<file path="src/design/gmv_pkg.sv">
// ----------------------------------------------------------------------------
// gmv_pkg
// Shared widths, register codes, reset values and types for the gain, mute
// and voice-operated push-to-talk block.
// ----------------------------------------------------------------------------
package gmv_pkg;

   localparam int SAMPLE_BITS    = 16;
   localparam int GAIN_BITS      = 16;
   localparam int GAIN_FRAC      = 14;
   localparam int THR_BITS       = 16;
   localparam int THR_FRAC       = 15;
   localparam int HANG_BITS      = 16;
   localparam int SINCE_BITS     = 17;
   localparam int MODE_BITS      = 2;
   localparam int CSR_INDEX_BITS = 3;
   localparam int CSR_DATA_BITS  = 16;

   // Peak and threshold are compared on a common scale of this width.
   localparam int CMP_BITS = SAMPLE_BITS + THR_FRAC;

   localparam logic [SINCE_BITS-1:0] SINCE_MAX = {SINCE_BITS{1'b1}};

   localparam logic [GAIN_BITS-1:0] GAIN_RESET = GAIN_BITS'(16384);
   localparam logic [THR_BITS-1:0]  THR_RESET  = THR_BITS'(1024);
   localparam logic [HANG_BITS-1:0] HANG_RESET = HANG_BITS'(500);

   typedef enum logic [CSR_INDEX_BITS-1:0] {
      CSR_GAIN      = 3'd0,
      CSR_MUTE      = 3'd1,
      CSR_KEY_MODE  = 3'd2,
      CSR_PTT_ARMED = 3'd3,
      CSR_THRESHOLD = 3'd4,
      CSR_HANG      = 3'd5
   } csr_index_type;

   typedef enum logic [MODE_BITS-1:0] {
      KEY_MODE_HID    = 2'd0,
      KEY_MODE_SERIAL = 2'd1,
      KEY_MODE_VOX    = 2'd2
   } key_mode_type;

   typedef struct packed {
      logic [GAIN_BITS-1:0] gain_q14;
      logic                 mute;
      logic [MODE_BITS-1:0] key_mode;
      logic                 ptt_armed;
      logic [THR_BITS-1:0]  vox_threshold;
      logic [HANG_BITS-1:0] hang_ms;
   } cfg_type;

endpackage

</file>
<file path="src/design/gmv_csr.sv">
// ----------------------------------------------------------------------------
// gmv_csr
// Configuration register file: decodes index writes into the settings struct.
// ----------------------------------------------------------------------------
module gmv_csr
   import gmv_pkg::*;
(
   input  logic                      clock,
   input  logic                      reset,
   input  logic                      csr_valid,
   output logic                      csr_ready,
   input  logic [CSR_INDEX_BITS-1:0] csr_index,
   input  logic [CSR_DATA_BITS-1:0]  csr_wdata,
   output cfg_type                   cfg
);

   cfg_type cfg_ff;
   cfg_type cfg_in;
   logic    wr_en;

   assign csr_ready = 1'b1;
   assign wr_en     = csr_valid && csr_ready;
   assign cfg       = cfg_ff;

   always_comb begin
      cfg_in = cfg_ff;
      if (wr_en) begin
         unique case (csr_index)
            CSR_GAIN:      cfg_in.gain_q14      = csr_wdata[GAIN_BITS-1:0];
            CSR_MUTE:      cfg_in.mute          = csr_wdata[0];
            CSR_KEY_MODE:  cfg_in.key_mode      = csr_wdata[MODE_BITS-1:0];
            CSR_PTT_ARMED: cfg_in.ptt_armed     = csr_wdata[0];
            CSR_THRESHOLD: cfg_in.vox_threshold = csr_wdata[THR_BITS-1:0];
            CSR_HANG:      cfg_in.hang_ms       = csr_wdata[HANG_BITS-1:0];
            default:       cfg_in = cfg_ff;
         endcase
      end
   end

   always_ff @(posedge clock) begin
      if (reset) begin
         cfg_ff.gain_q14      <= GAIN_RESET;
         cfg_ff.mute          <= 1'b0;
         cfg_ff.key_mode      <= KEY_MODE_HID;
         cfg_ff.ptt_armed     <= 1'b0;
         cfg_ff.vox_threshold <= THR_RESET;
         cfg_ff.hang_ms       <= HANG_RESET;
      end else begin
         cfg_ff <= cfg_in;
      end
   end

   ap_gain_write: assert property (@(posedge clock) disable iff (reset)
      (wr_en && csr_index == CSR_GAIN) |=> cfg_ff.gain_q14 == $past(csr_wdata[GAIN_BITS-1:0]))
      else $error("gain register did not take the written value");

   ap_no_write_hold: assert property (@(posedge clock) disable iff (reset)
      !wr_en |=> cfg_ff == $past(cfg_ff))
      else $error("settings changed without a write transfer");

   ap_bad_index_hold: assert property (@(posedge clock) disable iff (reset)
      (wr_en && csr_index > CSR_HANG) |=> cfg_ff == $past(cfg_ff))
      else $error("write to an unused index changed the settings");

endmodule

</file>
<file path="src/design/gmv_scale.sv">
// ----------------------------------------------------------------------------
// gmv_scale
// Q2.14 gain multiply with round-half-up, saturation and magnitude.
// ----------------------------------------------------------------------------
module gmv_scale
   import gmv_pkg::*;
(
   input  logic signed [SAMPLE_BITS-1:0] sample,
   input  logic        [GAIN_BITS-1:0]   gain_q14,
   input  logic                          mute,
   output logic signed [SAMPLE_BITS-1:0] scaled,
   output logic        [SAMPLE_BITS-1:0] mag
);

   localparam int PROD_BITS = SAMPLE_BITS + GAIN_BITS + 1;
   localparam int Q_BITS    = PROD_BITS - GAIN_FRAC;

   localparam logic signed [PROD_BITS-1:0] ROUND_HALF =
      PROD_BITS'(1 << (GAIN_FRAC - 1));
   localparam logic signed [SAMPLE_BITS-1:0] SAMPLE_MAX =
      {1'b0, {(SAMPLE_BITS-1){1'b1}}};
   localparam logic signed [SAMPLE_BITS-1:0] SAMPLE_MIN =
      {1'b1, {(SAMPLE_BITS-1){1'b0}}};

   logic signed [GAIN_BITS:0]     gain_s;
   logic signed [PROD_BITS-1:0]   sample_x;
   logic signed [PROD_BITS-1:0]   prod;
   logic signed [PROD_BITS-1:0]   biased;
   logic signed [Q_BITS-1:0]      quot;
   logic                          in_range;

   assign gain_s   = mute ? '0 : $signed({1'b0, gain_q14});
   assign sample_x = PROD_BITS'(sample);
   assign prod     = sample_x * PROD_BITS'(gain_s);
   assign biased   = prod + ROUND_HALF;
   // floor division by 2^14: drop the fraction bits of the biased product
   assign quot     = $signed(biased[PROD_BITS-1:GAIN_FRAC]);

   // in range when all bits above the sample's sign bit copy it
   assign in_range = (quot[Q_BITS-1:SAMPLE_BITS-1] == '0) ||
                     (quot[Q_BITS-1:SAMPLE_BITS-1] == '1);

   always_comb begin
      if (in_range) begin
         scaled = quot[SAMPLE_BITS-1:0];
      end else if (quot[Q_BITS-1]) begin
         scaled = SAMPLE_MIN;
      end else begin
         scaled = SAMPLE_MAX;
      end
   end

   // the most negative value wraps to 2^(SAMPLE_BITS-1), correct as unsigned
   assign mag = scaled[SAMPLE_BITS-1] ? SAMPLE_BITS'(~scaled + 1'b1) : scaled;

endmodule

</file>
<file path="src/design/gmv_vox.sv">
// ----------------------------------------------------------------------------
// gmv_vox
// Buffer peak tracker, millisecond hang counter and push-to-talk decision.
// ----------------------------------------------------------------------------
module gmv_vox
   import gmv_pkg::*;
(
   input  logic                   clock,
   input  logic                   reset,
   input  cfg_type                cfg,
   input  logic                   upd,
   input  logic                   tick,
   input  logic                   last,
   input  logic [SAMPLE_BITS-1:0] mag,
   output logic                   ptt_nx
);

   logic [SAMPLE_BITS-1:0] peak_ff, peak_in, peak_max;
   logic [SINCE_BITS-1:0]  since_ff, since_in;
   logic                   ptt_on_ff, ptt_in;
   logic                   vox, ptt_base, keyed;
   logic [CMP_BITS-1:0]    peak_cmp, thr_cmp;

   assign vox      = (cfg.key_mode == KEY_MODE_VOX);
   assign ptt_base = vox ? ptt_on_ff : cfg.ptt_armed;
   assign peak_max = (mag > peak_ff) ? mag : peak_ff;

   // peak / 2^(SAMPLE_BITS-1) >= threshold / 2^15, cross-multiplied
   assign peak_cmp = {peak_max, {THR_FRAC{1'b0}}};
   assign thr_cmp  = CMP_BITS'({cfg.vox_threshold, {(SAMPLE_BITS-1){1'b0}}});
   assign keyed    = (peak_cmp >= thr_cmp);

   always_comb begin
      peak_in  = peak_ff;
      since_in = since_ff;
      ptt_in   = ptt_base;
      if (tick) begin
         if (since_ff != SINCE_MAX) begin
            since_in = since_ff + 1'b1;
         end
      end else if (last) begin
         peak_in = '0;
         if (vox) begin
            if (keyed) begin
               ptt_in   = 1'b1;
               since_in = '0;
            end else if (cfg.hang_ms == '0) begin
               ptt_in = 1'b0;
            end else if (ptt_base && (since_ff > SINCE_BITS'(cfg.hang_ms))) begin
               ptt_in = 1'b0;
            end
         end
      end else begin
         peak_in = peak_max;
      end
   end

   assign ptt_nx = ptt_in;

   always_ff @(posedge clock) begin
      if (reset) begin
         peak_ff   <= '0;
         since_ff  <= SINCE_MAX;
         ptt_on_ff <= 1'b0;
      end else if (upd) begin
         peak_ff   <= peak_in;
         since_ff  <= since_in;
         ptt_on_ff <= ptt_in;
      end
   end

   ap_manual_follows_armed: assert property (@(posedge clock) disable iff (reset)
      (upd && !vox) |=> ptt_on_ff == $past(cfg.ptt_armed))
      else $error("manual mode push-to-talk does not follow the armed flag");

   ap_buffer_end_clears_peak: assert property (@(posedge clock) disable iff (reset)
      (upd && !tick && last) |=> peak_ff == '0)
      else $error("peak not cleared at buffer end");

   ap_tick_keeps_peak: assert property (@(posedge clock) disable iff (reset)
      (upd && tick) |=> $stable(peak_ff))
      else $error("tick changed the buffer peak");

   ap_key_clears_hang: assert property (@(posedge clock) disable iff (reset)
      (upd && !tick && last && vox && keyed) |=> (since_ff == '0 && ptt_on_ff))
      else $error("voice detect did not key and clear the hang count");

endmodule

</file>
<file path="src/design/gain_mute_with_vox_ptt.sv">
// ----------------------------------------------------------------------------
// gain_mute_with_vox_ptt
// Audio gain and mute with saturation, plus manual or voice-operated
// push-to-talk with a hang time counted in millisecond ticks.
// ----------------------------------------------------------------------------
// Path: an accepted item waits in the input register, then moves into the
//   result register on rsp_* once the result slot is free or being taken.
// Throughput: one item per cycle unless stalled; the input register feeds one pass of
//   multiply, round, saturate, peak and key decision into the result register.
// Reset (synchronous): settings return to their defaults, peak to zero, the
//   hang count to its saturated value, push-to-talk off, both stages empty.
// ----------------------------------------------------------------------------
module gain_mute_with_vox_ptt
   import gmv_pkg::*;
(
   input  logic                          clock,
   input  logic                          reset,
   input  logic                          req_valid,
   output logic                          req_stall,
   input  logic                          req_func,
   input  logic signed [SAMPLE_BITS-1:0] req_sample_in,
   input  logic                          req_buffer_end,
   output logic                          rsp_valid,
   input  logic                          rsp_stall,
   output logic signed [SAMPLE_BITS-1:0] rsp_sample_out,
   output logic                          rsp_sample_valid,
   output logic                          rsp_ptt,
   input  logic                          csr_valid,
   output logic                          csr_ready,
   input  logic [CSR_INDEX_BITS-1:0]     csr_index,
   input  logic [CSR_DATA_BITS-1:0]      csr_wdata
);

   cfg_type cfg;

   logic                          s1_valid_ff, s1_valid_in;
   logic                          s1_func_ff;
   logic signed [SAMPLE_BITS-1:0] s1_sample_ff;
   logic                          s1_last_ff;

   logic                          rsp_valid_ff, rsp_valid_in;
   logic signed [SAMPLE_BITS-1:0] sample_out_ff;
   logic                          sample_valid_ff;
   logic                          ptt_ff;

   logic                          req_take, advance;
   logic signed [SAMPLE_BITS-1:0] scaled;
   logic [SAMPLE_BITS-1:0]        mag;
   logic                          ptt_nx;

   gmv_csr u_csr (
      .clock     (clock),
      .reset     (reset),
      .csr_valid (csr_valid),
      .csr_ready (csr_ready),
      .csr_index (csr_index),
      .csr_wdata (csr_wdata),
      .cfg       (cfg)
   );

   gmv_scale u_scale (
      .sample   (s1_sample_ff),
      .gain_q14 (cfg.gain_q14),
      .mute     (cfg.mute),
      .scaled   (scaled),
      .mag      (mag)
   );

   gmv_vox u_vox (
      .clock  (clock),
      .reset  (reset),
      .cfg    (cfg),
      .upd    (advance),
      .tick   (s1_func_ff),
      .last   (s1_last_ff),
      .mag    (mag),
      .ptt_nx (ptt_nx)
   );

   // move the held item forward when the result slot is free or being taken
   assign advance   = s1_valid_ff && (!rsp_valid_ff || !rsp_stall);
   assign req_stall = s1_valid_ff && !advance;
   assign req_take  = req_valid && !req_stall;

   assign s1_valid_in  = req_take || (s1_valid_ff && !advance);
   assign rsp_valid_in = advance || (rsp_valid_ff && rsp_stall);

   always_ff @(posedge clock) begin
      if (reset) begin
         s1_valid_ff  <= 1'b0;
         rsp_valid_ff <= 1'b0;
      end else begin
         s1_valid_ff  <= s1_valid_in;
         rsp_valid_ff <= rsp_valid_in;
      end
   end

   always_ff @(posedge clock) begin
      if (req_take) begin
         s1_func_ff   <= req_func;
         s1_sample_ff <= req_sample_in;
         s1_last_ff   <= req_buffer_end;
      end
   end

   always_ff @(posedge clock) begin
      if (advance) begin
         sample_out_ff   <= s1_func_ff ? '0 : scaled;
         sample_valid_ff <= !s1_func_ff;
         ptt_ff          <= ptt_nx;
      end
   end

   assign rsp_valid        = rsp_valid_ff;
   assign rsp_sample_out   = sample_out_ff;
   assign rsp_sample_valid = sample_valid_ff;
   assign rsp_ptt          = ptt_ff;

   ap_stall_only_when_full: assert property (@(posedge clock) disable iff (reset)
      req_stall |-> (s1_valid_ff && rsp_valid_ff && rsp_stall))
      else $error("input stalled while the pipeline could move");

   ap_tick_zero_sample: assert property (@(posedge clock) disable iff (reset)
      (rsp_valid_ff && !sample_valid_ff) |-> sample_out_ff == '0)
      else $error("tick result carries a nonzero sample");

   ap_advance_fills_rsp: assert property (@(posedge clock) disable iff (reset)
      advance |=> rsp_valid_ff)
      else $error("advanced item did not reach the result register");

endmodule

</file>
<file path="config.mk">
export PLATFORM = sky130hd
export DESIGN_NAME = gain_mute_with_vox_ptt
export DESIGN_NICKNAME = d
export VERILOG_FILES = /design/src/design/gmv_pkg.sv /design/src/design/gmv_csr.sv /design/src/design/gmv_scale.sv /design/src/design/gmv_vox.sv /design/src/design/gain_mute_with_vox_ptt.sv
export SDC_FILE = /design/constraint.sdc
export NUM_CORES = 1
export LEC_CHECK = 0
export BUFFER_PORTS_ARGS = -buffer_cell sky130_fd_sc_hd__buf_2
export CORE_MARGIN = 4
export CORE_UTILIZATION = 59
export DETAILED_ROUTE_END_ITERATION = 12
export GPL_TIMING_DRIVEN = 0
export PLACE_DENSITY = 0.8
export SLEW_MARGIN = 10
export SYNTH_ARGS = -nofsm -noshare
export SYNTH_HDL_FRONTEND = slang
export SYNTH_SLANG_ARGS = --single-unit
</file>
<file path="constraint.sdc">
create_clock -name clock -period 12.63 [get_ports clock]
set_clock_uncertainty 0.1 [all_clocks]
set_input_delay 1.263 -clock clock [delete_from_list [all_inputs] [get_ports clock]]
set_output_delay 1.263 -clock clock [all_outputs]
set_load 0.05 [all_outputs]
</file>
==> results by group <==
Routing
  • Drt drc: 0
  • WL/cell: approximately 19 um
  • Drt first pass iters: 6
  • Routed WL: roughly 44000 um
  • Vias: approximately 14000
  • Drt via density: slightly below 6
  • ANT nets after route: 0
  • 1st-iter DRT viols: between 1000 and 1500

CTS
  • CTS tree: done
  • Num CTS Buffers: 17
  • Clk pin slew, worst setup/hold paths: around 60 ps
  • Clock H-tree levels: 4
  • Clk Latency, worst-skew pair: about 440 ps
  • Root buffer cell: clkbuf_16
  • Clock Tree Buf Depth: 2
  • CTS sink count: 124

Floorplan
  • Num ports: 63
  • Die H: ~170 um
  • Die Wd: roughly 170 um
  • Die area: between 20000 and 30000 um^2
  • Core ar.: ~26000 um^2
  • Site Rows: ~60
  • Initial Utilization: 60.5%

Worst setup path
  • Setup crit end kind: flop
  • Crit path kind: reg -> reg
  • FF-to-FF setup slack: between 200 and 300 ps
  • Critical path launch point type: flop
  • CP max stage delay: 580 ps
  • CP most frequent cell: fa_1
  • CP Data Arrival Time: 12410 ps
  • CP max FO: 10
  • CP required: 12700 ps
  • FF-to-FF End: rsp_ptt
  • Slowest library cell on the worst path: fa_1
  • Reg2reg start: u_csr.cfg[35]
  • R2r worst-path depth: 52

Placed design
  • # port buffers: 59
  • Post-Place Setup Slack: -2520 ps
  • RD Place Congestion: about 0.99
  • Post-place instance area: ~17000 um^2
  • Post-detail-place hpwl: approximately 34000 um

STA
  • Minimum clock period after layout: 12340 ps
  • Pin slew with the least headroom to its limit: ~1000 ps
  • Max-slew violations: 0
  • Setup Viol. Count Final: 0
  • FMAX: about 81 MHz
  • Worst rel slew slack: 30.2%
  • Final WS setup: slightly below 300 ps
  • Hold Violations, Final: 0
  • Fin crit share: between 90% and 100%

Synth
  • Top post-synthesis cells by count: inv_1 (299), nand2_1 (291), fa_1 (194), ha_1 (168), and2_1 (117)
  • EDFF count, synth: 36
  • Yosys top cell area share: between 20% and 30%
  • Yosys top cell by area: fa_1
  • Synth unique cells: 83
  • Post-synth ARST share: 0%
  • Seq/Total Area, Yosys: between 10% and 20%
  • Yosys warnings: 0
  • Largest cells by area after synthesis: fa_1 (24%), ha_1 (13%), dfxtp_1 (11%), inv_1 (7.1%), nand2_1 (6.9%)
  • Post-Synthesis Cells: between 1500 and 2000
  • Ys flop type: dfxtp_1
  • Seq cells post-synth: 124
  • Syn nets: around 2300
  • Most common cell in the synthesized netlist: inv_1
  • Avg Inst Size Synth: 8.58 um^2
  • Synth Cell Area: around 16000 um^2

Final layout
  • # diodes: 0
  • Area of the multi-input gates: 12000 um^2
  • Fillers: 2063
  • Final instance area: about 18000 um^2
  • Register area: 2850 um^2
  • Share of cells above drive strength 1: 13.8%
  • Synthesis-to-finish area growth: 13.8%
  • Total Nets Final: 2375

Hold path
  • Hold_sp: u_csr.cfg[22]
  • Cells on Worst Hold Path: 2
  • Worst hold path type: reg -> reg
  • Hold EP: u_csr.cfg[22]

Power
  • Leak pwr: 8.33 nW
  • Sw Share: 44.9%
  • Worst vdd ir: ~110 uV
  • Clk pwr share: 23.2%
  • Pwr/cell area: ~120 nW/um^2
  • Combinational share of power: a little over half
  • Internal power: about 1.2 mW
  • Switching power: 0.966 mW
  • Sequential power share: 21.9%

GRT
  • Initial antenna violation count: 0
  • GR Overflow Total: 0
  • Largest net degree at the start of global routing: 25
  • Vias in the first global route: ~14000
  • Gr usage total: 30.7%
  • First-pass GRT wire length: just over 70000 um

Outcome
  • Status: finished, final reports clean

Flow run
  • Maxcap violations: 0
[cells by family after synthesis]
family	Yosys count	share of synthesized area [%]
DFF	124	17.9
AOI/OAI and AO/OA	299	12.5
xor gates and xnor gates	40	2.25
adders and majority gates	362	37.6
muxes	19	1.30
and+or+nand+nor	628	19.3
buffers and inverters	380	9.13
other	1	0.0236
[state kept, by name, indices dropped and copies added, names as in the netlist, 16 cells and up]
| signal | count |
|---|---|
| rsp_sample_out | 16 |
| u_csr.cfg | 52 |
| u_vox.peak_ff | 16 |
| s1_sample_ff | 16 |
| u_vox.since_ff | 17 |
[metal layers]
layer | vias up | part of all wire [%] | global-route usage, %
met5 | - | 0 | 0
met2 | 658 | 47 | 50.5
met1 | 6569 | 40 | 40.0
met3 | 124 | 8.0 | 5.46
met4 | 0 | 4.3 | 13.3
li1 | 6257 | - | -
[layout make-up]
type / count / area share, %
clock buffers: 20 / 2.47
multi-input cells: 1349 / 66.3
plain buffers: 77 / 2.75
flip-flops and latches: 124 / 15.7
clock inverters: 12 / 0.747
well taps: 335 / 2.32
inverters: 300 / 6.22
repair buffers: 102 / 3.44
[power by group through the flow]
stage          Combinational (mW)  Sequential (mW)  Clock (mW)
2_1_floorplan               0.777            0.484           0
3_3_place_gp                 1.03            0.479           0
3_5_place_dp                 1.06            0.480           0
4_1_cts                      1.10            0.471       0.499
5_1_grt                      1.30            0.474       0.520
6_report                     1.18            0.472       0.499
[cell usage in the layout (no fill, tap or decap), types with 6 or more instances in the layout]
| cell type | Yosys | final |
|---|---|---|
| buf_2 | 8 | 67 |
| a22oi_1 | 6 | 6 |
| ha_1 | 168 | 164 |
| clkbuf_2 | 0 | 13 |
| nor4_1 | 11 | 9 |
| dfxtp_1 | 88 | 87 |
| edfxtp_1 | 36 | 36 |
| clkbuf_8 | 0 | 8 |
| o21a_1 | 21 | 20 |
| mux2_2 | 9 | 9 |
| nand4_1 | 16 | 16 |
| fa_1 | 194 | 189 |
| xnor2_1 | 31 | 28 |
| mux2i_1 | 9 | 9 |
| and2_1 | 117 | 117 |
| o21ai_0 | 45 | 44 |
| clkbuf_16 | 0 | 18 |
| nor2b_4 | 0 | 12 |
| o211ai_1 | 8 | 8 |
| a21oi_2 | 2 | 8 |
| clkbuf_1 | 67 | 32 |
| a211oi_1 | 6 | 6 |
| a21o_1 | 17 | 17 |
| buf_4 | 2 | 48 |
| or2_2 | 6 | 6 |
| nor2_1 | 64 | 62 |
| inv_1 | 299 | 298 |
| a22o_1 | 8 | 8 |
| nand2b_1 | 17 | 17 |
| xor2_1 | 8 | 7 |
| a21oi_1 | 103 | 96 |
| nand3_1 | 26 | 23 |
| nand3b_1 | 7 | 7 |
| nor3_1 | 17 | 16 |
| a31oi_1 | 7 | 7 |
| nor2b_1 | 21 | 9 |
| and3_1 | 9 | 9 |
| nand2_1 | 291 | 288 |
| o21bai_1 | 19 | 19 |
[critical path, delay by kind of cell, from the launching register on]
kind / cells / cell delay (ps)
mux: 2 / 360
buf+inv: 8 / 960
xor+xnor: 1 / 190
fa+ha+maj: 10 / 4230
flops: 1 / 390
compound gates: 16 / 2600
simple gates: 15 / 3260
[stage by stage]
stage / TNS, ps / util [%] / std cells / hold slack, ps / total power, mW
after global routing: -529 / 68.9 / 2319 / 390 / 2.30
after detailed placement: -45710 / 63.3 / 2248 / 344 / 1.54
final: 0 / 68.9 / 2319 / 361 / 2.15
after global placement: -45760 / 63.2 / 2247 / 340 / 1.51
after CTS: 0 / 67.2 / 2292 / 359 / 2.07
after floorplan: 0 / - / 1853 / 332 / 1.26
[timing repair]
item | 4_1_cts | 5_1_grt
resized for setup | 108 | 74
pin swaps | 5 | 11
buffers inserted | 15 | 26
hold buffers | 0 | 0
endpoints found under the setup margin | 34 | 19
cloned | 0 | 1
[worst max-delay path by stage]
stage	startpoint	endpoint	slack, ps	cells past startpoint
4_1_cts	u_csr.cfg[35]	rsp_ptt	4	53
5_1_grt	u_csr.cfg[35]	rsp_ptt	-100	52
2_1_floorplan	u_csr.cfg[35]	u_vox.since_ff[11]	410	53
3_5_place_dp	u_csr.cfg[35]	u_vox.since_ff[15]	-2520	50
3_3_place_gp	u_csr.cfg[35]	u_vox.since_ff[11]	-2300	50
6_report	u_csr.cfg[35]	rsp_ptt	290	52
(Power assumes the default switching activity.)
